**config.mk**
```make
export PLATFORM = sky130hd
export DESIGN_NAME = palette_fade_engine_top
export DESIGN_NICKNAME = d
export VERILOG_FILES = /design/src/hdl/pfe_pkg.sv /design/src/hdl/pfe_datapath.sv /design/src/hdl/pfe_ctrl.sv /design/src/hdl/palette_fade_engine_top.sv
export SDC_FILE = /design/constraint.sdc
export NUM_CORES = 2
export LEC_CHECK = 0
export BUFFER_PORTS_ARGS = -buffer_cell sky130_fd_sc_hd__buf_2
export CAP_MARGIN = 20
export CORE_MARGIN = 2
export CORE_UTILIZATION = 25
export DETAILED_ROUTE_END_ITERATION = 12
export SLEW_MARGIN = 5
export SYNTH_ARGS = -nofsm -noshare
export SYNTH_HDL_FRONTEND = slang
export SYNTH_SLANG_ARGS = --single-unit
```
**constraint.sdc**
```tcl
create_clock -name clk -period 13.6 [get_ports clk]
set_input_delay 2.04 -clock clk [delete_from_list [all_inputs] [get_ports clk]]
set_output_delay 2.04 -clock clk [all_outputs]
set_load 0.01 [all_outputs]
```
**src/hdl/pfe_pkg.sv**
```systemverilog
// Package for the palette fade engine: item types, command and mode codes,
// controller states and the command/status structs between controller and datapath.
// No dependencies.
`timescale 1ns / 1ps

package pfe_pkg;

    localparam int ENTRIES_DEFAULT = 64;

    localparam logic [2:0] CMD_TICK     = 3'd0;
    localparam logic [2:0] CMD_FADE_IN  = 3'd1;
    localparam logic [2:0] CMD_FADE_OUT = 3'd2;
    localparam logic [2:0] CMD_WRITE    = 3'd3;
    localparam logic [2:0] CMD_READ     = 3'd4;

    localparam logic [1:0] MODE_IDLE     = 2'd0;
    localparam logic [1:0] MODE_FADE_IN  = 2'd1;
    localparam logic [1:0] MODE_FADE_OUT = 2'd2;

    localparam logic [1:0] CH_RED   = 2'd0;
    localparam logic [1:0] CH_GREEN = 2'd1;
    localparam logic [1:0] CH_BLUE  = 2'd2;
    localparam logic [1:0] CHANNELS = 2'd3;

    localparam logic [7:0] WHITE_LEVEL       = 8'd224;
    localparam logic [7:0] STEP              = 8'd32;
    localparam logic [3:0] TICKS_PER_CHANNEL = 4'd8;

    typedef enum logic [2:0] {
        ST_IDLE,
        ST_DECODE,
        ST_SWEEP,
        ST_DRAIN,
        ST_DONE
    } state_t;

    typedef struct packed {
        logic [2:0] command;
        logic [5:0] entry_index;
        logic [7:0] red_in;
        logic [7:0] green_in;
        logic [7:0] blue_in;
    } in_item_t;

    typedef struct packed {
        logic [7:0] red_out;
        logic [7:0] green_out;
        logic [7:0] blue_out;
        logic [1:0] fade_state;
    } out_item_t;

    typedef struct packed {
        logic capture;
        logic exec;
        logic sweep_rd;
        logic sweep_end;
        logic load_out;
    } ctrl_cmd_t;

    typedef struct packed {
        logic sweep_req;
        logic sweep_last;
    } dp_status_t;

endpackage

```
**src/hdl/pfe_datapath.sv**
```systemverilog
// Datapath of the palette fade engine: palette and saved-palette memories,
// fade registers, sweep counter, write-back pipeline and result register.
// Depends on pfe_pkg.
`timescale 1ns / 1ps

module pfe_datapath #(
    parameter int ENTRIES = pfe_pkg::ENTRIES_DEFAULT
) (
    input  logic                   clk,
    input  logic                   rst_n,
    input  pfe_pkg::in_item_t      item,
    input  pfe_pkg::ctrl_cmd_t     cmd,
    output pfe_pkg::dp_status_t    status,
    output pfe_pkg::out_item_t     result
);

    localparam int AW = (ENTRIES > 1) ? $clog2(ENTRIES) : 1;
    localparam logic [AW-1:0] LAST_ADDR = AW'(ENTRIES - 1);
    localparam logic [8:0] DEPTH = 9'(ENTRIES);

    function automatic logic [7:0] get_chan(input logic [23:0] word, input logic [1:0] ch);
        logic [7:0] v;
        case (ch)
            pfe_pkg::CH_RED:   v = word[23:16];
            pfe_pkg::CH_GREEN: v = word[15:8];
            default:           v = word[7:0];
        endcase
        return v;
    endfunction

    function automatic logic [23:0] put_chan(input logic [23:0] word, input logic [1:0] ch,
                                             input logic [7:0] v);
        logic [23:0] w;
        w = word;
        case (ch)
            pfe_pkg::CH_RED:   w[23:16] = v;
            pfe_pkg::CH_GREEN: w[15:8]  = v;
            default:           w[7:0]   = v;
        endcase
        return w;
    endfunction

    logic [23:0] pal_mem [ENTRIES];
    logic [23:0] sav_mem [ENTRIES];

    pfe_pkg::in_item_t  item_reg;
    pfe_pkg::out_item_t result_reg;

    logic [1:0]    mode_reg, mode_next;
    logic [3:0]    tick_reg, tick_next;
    logic [1:0]    chan_reg, chan_next;
    logic [7:0]    floor_reg, floor_next;
    logic [AW-1:0] cnt_reg, cnt_next;
    logic          wr_valid_reg;
    logic [AW-1:0] wr_addr_reg;
    logic [23:0]   pal_rdata_reg;
    logic [23:0]   sav_rdata_reg;

    logic [8:0]    idx_ext;
    logic          in_range;
    logic [AW-1:0] idx_addr;
    logic          active;
    logic [AW-1:0] pal_raddr;
    logic          pal_we;
    logic [AW-1:0] pal_waddr;
    logic [23:0]   pal_wdata;
    logic          sav_we;
    logic [7:0]    cur_pal;
    logic [7:0]    cur_sav;
    logic [7:0]    faded_in;
    logic [7:0]    faded_out;
    logic [23:0]   sweep_word;

    assign idx_ext  = {3'b000, item_reg.entry_index};
    assign in_range = idx_ext < DEPTH;
    assign idx_addr = idx_ext[AW-1:0];
    assign active   = (mode_reg == pfe_pkg::MODE_FADE_IN) || (mode_reg == pfe_pkg::MODE_FADE_OUT);

    assign status.sweep_req = (item_reg.command == pfe_pkg::CMD_FADE_IN) ||
                              ((item_reg.command == pfe_pkg::CMD_TICK) && active &&
                               (chan_reg < pfe_pkg::CHANNELS) && (tick_reg != 4'd0));
    assign status.sweep_last = (cnt_reg == LAST_ADDR);

    always_ff @(posedge clk)
    begin
        if (cmd.capture)
        begin
            item_reg <= item;
        end
    end

    always_comb
    begin
        mode_next  = mode_reg;
        tick_next  = tick_reg;
        chan_next  = chan_reg;
        floor_next = floor_reg;
        if (cmd.exec)
        begin
            case (item_reg.command)
                pfe_pkg::CMD_TICK:
                begin
                    if (active)
                    begin
                        if (chan_reg >= pfe_pkg::CHANNELS)
                        begin
                            mode_next = pfe_pkg::MODE_IDLE;
                        end
                        else if (tick_reg == 4'd0)
                        begin
                            tick_next = pfe_pkg::TICKS_PER_CHANNEL;
                            chan_next = chan_reg + 2'd1;
                            if (mode_reg == pfe_pkg::MODE_FADE_IN)
                            begin
                                floor_next = pfe_pkg::WHITE_LEVEL;
                            end
                        end
                    end
                end
                pfe_pkg::CMD_FADE_OUT:
                begin
                    mode_next = pfe_pkg::MODE_FADE_OUT;
                    tick_next = pfe_pkg::TICKS_PER_CHANNEL;
                    chan_next = pfe_pkg::CH_RED;
                end
                default:
                begin
                end
            endcase
        end
        if (cmd.sweep_end)
        begin
            if (item_reg.command == pfe_pkg::CMD_FADE_IN)
            begin
                mode_next  = pfe_pkg::MODE_FADE_IN;
                tick_next  = pfe_pkg::TICKS_PER_CHANNEL;
                chan_next  = pfe_pkg::CH_RED;
                floor_next = pfe_pkg::WHITE_LEVEL;
            end
            else
            begin
                tick_next = tick_reg - 4'd1;
                if (mode_reg == pfe_pkg::MODE_FADE_IN)
                begin
                    floor_next = floor_reg - pfe_pkg::STEP;
                end
            end
        end
    end

    always_comb
    begin
        cnt_next = cnt_reg;
        if (cmd.capture)
        begin
            cnt_next = '0;
        end
        else if (cmd.sweep_rd)
        begin
            cnt_next = cnt_reg + 1'b1;
        end
    end

    always_ff @(posedge clk or negedge rst_n)
    begin
        if (!rst_n)
        begin
            mode_reg     <= pfe_pkg::MODE_IDLE;
            tick_reg     <= pfe_pkg::TICKS_PER_CHANNEL;
            chan_reg     <= pfe_pkg::CH_RED;
            floor_reg    <= pfe_pkg::WHITE_LEVEL;
            cnt_reg      <= '0;
            wr_valid_reg <= 1'b0;
        end
        else
        begin
            mode_reg     <= mode_next;
            tick_reg     <= tick_next;
            chan_reg     <= chan_next;
            floor_reg    <= floor_next;
            cnt_reg      <= cnt_next;
            wr_valid_reg <= cmd.sweep_rd;
        end
    end

    always_ff @(posedge clk)
    begin
        wr_addr_reg <= cnt_reg;
    end

    assign cur_pal   = get_chan(pal_rdata_reg, chan_reg);
    assign cur_sav   = get_chan(sav_rdata_reg, chan_reg);
    assign faded_in  = (cur_sav < floor_reg) ? floor_reg : cur_sav;
    assign faded_out = (cur_pal < pfe_pkg::WHITE_LEVEL) ? (cur_pal + pfe_pkg::STEP) : cur_pal;

    always_comb
    begin
        if (item_reg.command == pfe_pkg::CMD_FADE_IN)
        begin
            sweep_word = {3{pfe_pkg::WHITE_LEVEL}};
        end
        else if (mode_reg == pfe_pkg::MODE_FADE_IN)
        begin
            sweep_word = put_chan(pal_rdata_reg, chan_reg, faded_in);
        end
        else
        begin
            sweep_word = put_chan(pal_rdata_reg, chan_reg, faded_out);
        end
    end

    assign pal_raddr = cmd.sweep_rd ? cnt_reg : idx_addr;
    assign pal_we    = wr_valid_reg ||
                       (cmd.exec && (item_reg.command == pfe_pkg::CMD_WRITE) && in_range);
    assign pal_waddr = wr_valid_reg ? wr_addr_reg : idx_addr;
    assign pal_wdata = wr_valid_reg ? sweep_word
                                    : {item_reg.red_in, item_reg.green_in, item_reg.blue_in};
    assign sav_we    = wr_valid_reg && (item_reg.command == pfe_pkg::CMD_FADE_IN);

    always_ff @(posedge clk)
    begin
        if (pal_we)
        begin
            pal_mem[pal_waddr] <= pal_wdata;
        end
        pal_rdata_reg <= pal_mem[pal_raddr];
    end

    always_ff @(posedge clk)
    begin
        if (sav_we)
        begin
            sav_mem[wr_addr_reg] <= pal_rdata_reg;
        end
        sav_rdata_reg <= sav_mem[cnt_reg];
    end

    always_ff @(posedge clk)
    begin
        if (cmd.load_out)
        begin
            if ((item_reg.command == pfe_pkg::CMD_READ) && in_range)
            begin
                result_reg.red_out   <= pal_rdata_reg[23:16];
                result_reg.green_out <= pal_rdata_reg[15:8];
                result_reg.blue_out  <= pal_rdata_reg[7:0];
            end
            else
            begin
                result_reg.red_out   <= 8'd0;
                result_reg.green_out <= 8'd0;
                result_reg.blue_out  <= 8'd0;
            end
            result_reg.fade_state <= mode_reg;
        end
    end

    assign result = result_reg;

    a_mode_legal: assert property (@(posedge clk) disable iff (!rst_n)
        mode_reg != 2'd3)
        else $error("fade mode holds an unused code");

    a_tick_bound: assert property (@(posedge clk) disable iff (!rst_n)
        tick_reg <= pfe_pkg::TICKS_PER_CHANNEL)
        else $error("tick count above its start value");

    a_chan_done: assert property (@(posedge clk) disable iff (!rst_n)
        (chan_reg == pfe_pkg::CHANNELS) |-> (tick_reg == pfe_pkg::TICKS_PER_CHANNEL))
        else $error("channel index past blue with a partial tick count");

    a_floor_step: assert property (@(posedge clk) disable iff (!rst_n)
        (cmd.sweep_end && (item_reg.command == pfe_pkg::CMD_TICK) &&
         (mode_reg == pfe_pkg::MODE_FADE_IN))
        |=> (floor_reg == $past(floor_reg) - pfe_pkg::STEP))
        else $error("fade-in floor did not fall by one step");

endmodule

```
**src/hdl/pfe_ctrl.sv**
```systemverilog
// Controller state machine of the palette fade engine: input and output
// handshakes, sweep sequencing and result loading.
// Depends on pfe_pkg.
`timescale 1ns / 1ps

module pfe_ctrl (
    input  logic                clk,
    input  logic                rst_n,
    input  logic                item_valid,
    output logic                item_stall,
    output logic                result_valid,
    input  logic                result_stall,
    input  pfe_pkg::dp_status_t status,
    output pfe_pkg::ctrl_cmd_t  cmd
);

    pfe_pkg::state_t state_reg, state_next;
    logic            out_valid_reg, out_valid_next;
    logic            out_free;

    assign out_free = !out_valid_reg || !result_stall;

    always_comb
    begin
        state_next = state_reg;
        case (state_reg)
            pfe_pkg::ST_IDLE:
            begin
                if (item_valid)
                begin
                    state_next = pfe_pkg::ST_DECODE;
                end
            end
            pfe_pkg::ST_DECODE:
            begin
                state_next = status.sweep_req ? pfe_pkg::ST_SWEEP : pfe_pkg::ST_DONE;
            end
            pfe_pkg::ST_SWEEP:
            begin
                if (status.sweep_last)
                begin
                    state_next = pfe_pkg::ST_DRAIN;
                end
            end
            pfe_pkg::ST_DRAIN:
            begin
                state_next = pfe_pkg::ST_DONE;
            end
            pfe_pkg::ST_DONE:
            begin
                if (out_free)
                begin
                    state_next = pfe_pkg::ST_IDLE;
                end
            end
            default:
            begin
                state_next = pfe_pkg::ST_IDLE;
            end
        endcase
    end

    always_comb
    begin
        item_stall    = (state_reg != pfe_pkg::ST_IDLE);
        cmd.capture   = (state_reg == pfe_pkg::ST_IDLE) && item_valid;
        cmd.exec      = (state_reg == pfe_pkg::ST_DECODE) && !status.sweep_req;
        cmd.sweep_rd  = (state_reg == pfe_pkg::ST_SWEEP);
        cmd.sweep_end = (state_reg == pfe_pkg::ST_DRAIN);
        cmd.load_out  = (state_reg == pfe_pkg::ST_DONE) && out_free;
        result_valid  = out_valid_reg;
        if (cmd.load_out)
        begin
            out_valid_next = 1'b1;
        end
        else if (!result_stall)
        begin
            out_valid_next = 1'b0;
        end
        else
        begin
            out_valid_next = out_valid_reg;
        end
    end

    always_ff @(posedge clk or negedge rst_n)
    begin
        if (!rst_n)
        begin
            state_reg     <= pfe_pkg::ST_IDLE;
            out_valid_reg <= 1'b0;
        end
        else
        begin
            state_reg     <= state_next;
            out_valid_reg <= out_valid_next;
        end
    end

    a_load_free: assert property (@(posedge clk) disable iff (!rst_n)
        cmd.load_out |-> !(out_valid_reg && result_stall))
        else $error("result loaded over one still waiting");

    a_rise_from_done: assert property (@(posedge clk) disable iff (!rst_n)
        $rose(out_valid_reg) |-> ($past(state_reg) == pfe_pkg::ST_DONE))
        else $error("result shown without finishing an item");

    a_sweep_no_accept: assert property (@(posedge clk) disable iff (!rst_n)
        (cmd.sweep_rd || cmd.sweep_end) |-> !cmd.capture)
        else $error("item captured during a sweep");

endmodule

```
**src/hdl/palette_fade_engine_top.sv**
```systemverilog
// Top level of the palette fade engine: joins the controller and the datapath.
// Depends on pfe_pkg, pfe_ctrl and pfe_datapath.
//
// Usage: items enter on item/item_valid/item_stall and results leave on
// result/result_valid/result_stall; a transfer happens when valid is high and
// stall is low. Every item gives exactly one result, in order.
// Write, read, start fade-out, unused codes and ticks that only change the
// fade counters go from decode straight to the done state, where the result is
// loaded once the result register is free, and the next item is taken in idle.
// Start fade-in and every working fade tick sweep the palette memories one
// entry per cycle through a single read and a single write port, passing through
// the sweep and drain states before done.
// One item is in progress at a time; the result register lets a new item be
// accepted while the previous result is still stalled, and the engine then
// holds its next result until the register is taken.
// Reset clears the fade state to idle with channel red, eight ticks and a
// floor of 224; the palette contents stay undefined until written.
`timescale 1ns / 1ps

module palette_fade_engine_top #(
    parameter int ENTRIES = pfe_pkg::ENTRIES_DEFAULT
) (
    input  logic               clk,
    input  logic               rst_n,
    input  logic               item_valid,
    output logic               item_stall,
    input  pfe_pkg::in_item_t  item,
    output logic               result_valid,
    input  logic               result_stall,
    output pfe_pkg::out_item_t result
);

    pfe_pkg::ctrl_cmd_t  cmd;
    pfe_pkg::dp_status_t status;

    pfe_ctrl u_ctrl (
        .clk          (clk),
        .rst_n        (rst_n),
        .item_valid   (item_valid),
        .item_stall   (item_stall),
        .result_valid (result_valid),
        .result_stall (result_stall),
        .status       (status),
        .cmd          (cmd)
    );

    pfe_datapath #(
        .ENTRIES (ENTRIES)
    ) u_datapath (
        .clk    (clk),
        .rst_n  (rst_n),
        .item   (item),
        .cmd    (cmd),
        .status (status),
        .result (result)
    );

endmodule

```
-- After elaboration in Yosys (flattened, before gate mapping)
Memories as Yosys holds them, arrays and structs flattened. A register that Yosys moved wholly into a read port is not among the register bits.
Cells that the tools add are included.
Widths: inputs -> output; s select.
- bits in registers: 92
- bits in writable memories: 3072
- bits of input ports: 37
- output and inout port bits: 28
- word-level logic and storage cells: 135
- memories kept: 2
- add/sub/neg operators: 5
- $lt $le $gt $ge: 5
- eq/ne operators: 19
- muxes and demuxes: 57
- reductions and logical operators: 29
- memories (memory ; depth ; bits a word ; read ports ; clocked after Yosys merged registers in ; write ports ; line ; text):
    u_datapath.pal_mem ; 64 ; 24 ; 1 ; 1 ; 1 ; pfe_datapath.sv:43 ; logic [23:0] pal_mem [ENTRIES];
    u_datapath.sav_mem ; 64 ; 24 ; 1 ; 1 ; 1 ; pfe_datapath.sv:44 ; logic [23:0] sav_mem [ENTRIES];
- operator list (cell ; count):
    $mux 8 ; 17
    $mux 24 ; 3
    $pmux 8 s2 ; 2
    $mux 4 ; 6
    $mux 6 ; 4
    $mux 2 ; 11
    $pmux 3 s5 ; 1
    $eq 3x2->1 const B ; 4
    $mux 3 ; 4
    $logic_and 1x1->1 ; 10
    $add 8x6->8 const B ; 1
    $lt 8x8->1 ; 1
    $lt 8x8->1 const B ; 1
    $pmux 2 s2 ; 2
    $pmux 4 s2 ; 1
    $sub 8x6->8 const B ; 1
    $lt 6x7->1 const B ; 1
    $add 6x1->6 const B ; 1
    $eq 3x1->1 const B ; 2
    $eq 3x3->1 const B ; 2
    $eq 6x6->1 const B ; 1
    $logic_not 3->1 ; 2
    $mux 1 ; 6
    $ne 3x3->1 const B ; 2
    other kinds (19) ; 29

-- Depth between registers and ports, before layout
- word-level depth: 13
- mapped depth: 15
- mapped depth without buffers: 12

-- By module
Synthesis repeated with hierarchy kept, for this count alone.
- cells, all modules: 8682
- area, all modules: 134886.9 um^2
- modules (own cells, without submodules) (module ; instances ; cells an instance ; area each (um^2) ; seq. area each (um^2)):
    pfe_datapath ; 1 ; 8659 ; 134666.7 ; 95681.8
    pfe_ctrl ; 1 ; 23 ; 220.2 ; 100.1

-- Least setup slack after synthesis
No wires, ideal clock.
- path type: register to register
- start point: register u_datapath.chan_reg[0]
- end point: memory u_datapath.pal_mem[0][8] (data pin)
- library setup time: 720 ps
- arrival: 6006 ps
- required time: 12880 ps
- setup slack: 6874 ps
- cell stages (with the launch flop): 16
- buffers on the path: 3
- clock period less this slack: 6726 ps
- path through: dfrtp_1 > inv_1 > ha_1 > clkbuf_1 > clkbuf_1 > nor2_1 > buf_1 > nand2_1 > nand2_1 > ha_1 > a21o_1 > a21o_1 > a221o_1 > a31oi_2 > mux2_2 > o31ai_1
- word-level cells in the longest chain between the ends: 8
- elaborated cells between the ends (all ways): 14
- those cells by class: add/sub: 1; order compare: 2; eq/ne: 1; mux: 9; reduce/logical: 1
- ends and longest elaborated chain (item ; line ; text):
    start: declaration ; pfe_datapath.sv:51 ; logic [1:0] chan_reg, chan_next;
    start signal: assignment ; pfe_datapath.sv:170 ; chan_reg <= pfe_pkg::CH_RED;
    start signal: assignment ; pfe_datapath.sv:179 ; chan_reg <= chan_next;
    $eq 2x1->1 / $logic_not 2->1 (equally long branches) ; pfe_datapath.sv:23, pfe_datapath.sv:35 ;
    $pmux 8 s2 ; pfe_datapath.sv:23 ; case (ch)
    $add 8x6->8 (tied with other cells) ; pfe_datapath.sv:194 ; assign faded_out = (cur_pal < pfe_pkg::WHITE_LEVEL) ? (cur_pal + pfe_pkg::STEP) : cur_pal;
    $mux 8 (on tied branches) ; pfe_datapath.sv:194, pfe_datapath.sv:193 ;
    $mux 8 ; pfe_datapath.sv:35 ; case (ch)
    $mux 24 * ; pfe_datapath.sv:202 ; else if (mode_reg == pfe_pkg::MODE_FADE_IN)
    $mux 24 * ; pfe_datapath.sv:198 ; if (item_reg.command == pfe_pkg::CMD_FADE_IN)
    $mux 24 * ; pfe_datapath.sv:216 ; assign pal_wdata = wr_valid_reg ? sweep_word
    named net u_datapath.pal_wdata[8] ; pfe_datapath.sv:66 ; logic [23:0] pal_wdata;
    end: declaration ; pfe_datapath.sv:43 ;
The timed path passes the listed nets; every way through them passes the cells marked *.

-- Worst setup path after layout
- start point: register u_ctrl.state_reg[1]
- end point: register u_datapath.pal_rdata_reg[5] (read register of u_datapath.pal_mem)
- word-level cells in the longest chain between the ends: 2
- ends and longest elaborated chain (item ; line ; text):
    start: declaration ; pfe_ctrl.sv:17 ; pfe_pkg::state_t state_reg, state_next;
    start signal: assignment ; pfe_ctrl.sv:90 ; state_reg <= pfe_pkg::ST_IDLE;
    start signal: assignment ; pfe_ctrl.sv:95 ; state_reg <= state_next;
    $eq 3x2->1 ; pfe_ctrl.sv:68 ; cmd.sweep_rd = (state_reg == pfe_pkg::ST_SWEEP);
    $mux 6 ; pfe_datapath.sv:212 ; assign pal_raddr = cmd.sweep_rd ? cnt_reg : idx_addr;
    end: declaration ; pfe_datapath.sv:56 ; logic [23:0] pal_rdata_reg;
No other way between the ends.
A chain may end at the register's enable or synchronous reset.

==> results_dict.tcl <==
set metrics [dict create \
    dp_hpwl_um 206000 \
    slew_violations 0 \
    fillers 51000 \
    initial_core_util_pct 25.1 \
    irDropWorstVdd_v 0.000155 \
    grt_pass1_wl_um 536000 \
    worst_pin_slew_ns 1.29 \
    leakage_nw 46.4 \
    setup_tns_ns 0 \
    cts_tree "built" \
    multiInputGateArea_um2 34000 \
    syn-num-nets 7738 \
    report.power.total_mw 26.9 \
    drv_cap 0 \
    die-area_um2 529000 \
    status "finished clean" \
    ant_nets 0 \
    insertion_delay_ns 0.90 \
    drcViolationCount 0 \
    netlist_instances 7685 \
    mostFrequentLayoutCells "edfxtp_1, nand2_1, a21oi_1" \
    synthTopCellsByArea "edfxtp_1, mux4_2, mux2i_1" \
    ys_ff_latch 3212 \
    min_period_over_period_pct 44.8 \
    crit_type "reg -> reg" \
    rows 265 \
    gp_congestion 0.815 \
    fmax_ghz 0.164 \
    syn_avg_cell_area_um2 17.0 \
    worst-path-max-fanout 52 \
    io_buffers 64 \
    synth_cell_types 65 \
    vias 73600 \
    grt-ovfl-total 0 \
    rsz0062_at_grt "no" \
    cts.path.max_buffers 4 \
    root_buffer "clkbuf_16" \
    cp.arrival_ns 6.79 \
    first_global_vias 71100 \
    worstSetupStartpointType "flop" \
    area_growth_pct 15.1 \
    cts_buffers 302 \
    setup_viol 0 \
    finalHoldViolations 0 \
    yosys.area.top_type "edfxtp_1" \
    cts.htree.levels 5 \
    vias_per_cell 4.91 \
    clock-sinks 3212 \
    wl_per_cell_um 25.5 \
    grt_util_all_layers_pct 13.8 \
    p_per_area_nw_per_um2 178 \
    grt_antenna_before_repair 20 \
    core_um2 521000 \
    io_pins 65 \
    yosys.area.top_type_share_pct 71.8 \
    mostFrequentLayoutCell "edfxtp_1" \
    cts_resized 0 \
    post_cts_buffers 0 \
    relSlewSlack_pct 13.3 \
    drtIter0Drc 9373 \
    ys.flop_type "edfxtp_1" \
    synth-seq-area-share_pct 73.2 \
    wl_um 382000 \
    grt_max_degree 165 \
    yosys_warnings 0 \
    layout-drive-gt1-share_pct 18.1 \
    die-height_um 728 \
    synthArstFlopShare_pct 0.841 \
    required_ns 14.31 \
    fin_crit_ns 6.09 \
    die_x_um 728 \
    finClkSkew_ns 0.0585 \
    dr.pass1.iters 7 \
    end_kind "flop" \
    fin_nets 7827 \
    holdCritPathClass "reg -> reg" \
    cts_hold_buf 0 \
    regArea_um2 95800 \
    synth_edf_count 3131 \
    synth.cell_area_um2 131000 \
    clk_pin_slew_ns 0.07 \
]
## critical path, cell delays in order, from the launching register on
cell and delay, ns:
dfrtp_1 0.53, or3b_4 0.74, buf_4 0.66, mux2i_4 0.34
buf_4 0.54, buf_4 0.84, buf_4 0.86, mux2i_1 0.29
o2111ai_1 0.16, o31ai_1 0.48, nand4_1 0.15
## cells by family (layout without fill, tap and decap cells)
kind of cell	after synthesis	after routing	synth area share, %
flip-flops	3212	3212	73.2
AND/OR/NAND/NOR	1546	1546	5.78
AO/OA/AOI/OAI	1375	1375	6.60
multiplexers	1004	1004	12.5
buffers and inverters	527	852	1.73
adder cells (fa/ha/maj)	16	16	0.153
XOR/XNOR	5	5	0.0335
other	0	16	0
## Yosys cell counts, drive strengths merged (5+ instances only)
cell / instances
dfrtp: 23
mux2: 5
inv: 16
nor3: 15
nor2b: 10
o22ai: 197
and2: 26
nand2: 653
a32oi: 5
nand4: 27
o31ai: 113
clkbuf: 310
mux4: 504
nand3: 14
ha: 16
dfxtp: 54
buf: 198
nor3b: 8
nor2: 186
o21ai: 27
o2111ai: 96
a31oi: 5
a22o: 6
edfxtp: 3131
mux2i: 495
nand2b: 586
o211ai: 288
a21oi: 608
a22oi: 7
## final cells by class
| type | instances | area share (%) |
|---|---|---|
| Antenna cell | 16 | 0.0266 |
| Clock buffer | 365 | 5.36 |
| Clock inverter | 175 | 0.997 |
| Inverter | 19 | 0.0523 |
| Multi-Input combinational cell | 3946 | 22.6 |
| Sequential cell | 3212 | 63.6 |
| Tap cell | 6942 | 5.77 |
| Timing Repair Buffer | 293 | 1.63 |
## stage by stage
step                utilization (%)  area (um2)  setup slack, ns  std cells  hold WS (ns)
floorplan                         -      131000             6.87       7685         0.366
global placement               27.0      141000             7.68      14400         0.483
detailed placement             27.0      141000             7.65      14400         0.483
CTS                            28.8      150000             7.61      14900         0.501
global route                   28.9      151000             7.31      15000         0.520
finish                         28.9      151000             7.51      15000         0.501
## power by group
group,total [mW],switching (mW),internal (mW)
Combinational,6.09,4.26,1.83
Sequential,12.4,0.215,12.2
Clock,8.38,3.71,4.67
## final timing paths
check | start | endpoint | slack (ns) | cells past startpoint
max in group asynchronous | rst_n | u_datapath.cnt_reg[0]$_DFFE_PN0P_ | 11.77 | 1
setup reg to reg | u_ctrl.state_reg[1]$_DFFE_PN0P_ | u_datapath.pal_rdata_reg[5]$_DFF_P_ | 7.51 | 10
setup / recovery | u_ctrl.state_reg[1]$_DFFE_PN0P_ | u_datapath.pal_rdata_reg[5]$_DFF_P_ | 7.51 | 10
hold / removal | u_datapath.tick_reg[0]$_DFFE_PN0P_ | u_datapath.tick_reg[0]$_DFFE_PN0P_ | 0.50 | 1
hold reg to reg | u_datapath.tick_reg[0]$_DFFE_PN0P_ | u_datapath.tick_reg[0]$_DFFE_PN0P_ | 0.50 | 1
min in group asynchronous | rst_n | u_datapath.floor_reg[0]$_DFFE_PN0P_ | 1.23 | 1
## layer usage
layer | vias up | part of all wire [%] | GRT usage [%]
met5 | - | 0.012 | 0
met4 | 6 | 3.4 | 4.68
met3 | 611 | 7.9 | 1.89
met2 | 3399 | 48 | 23.1
met1 | 38900 | 40 | 18.5
li1 | 30600 | - | -
No activity file was read; power rests on OpenSTA's default activity.
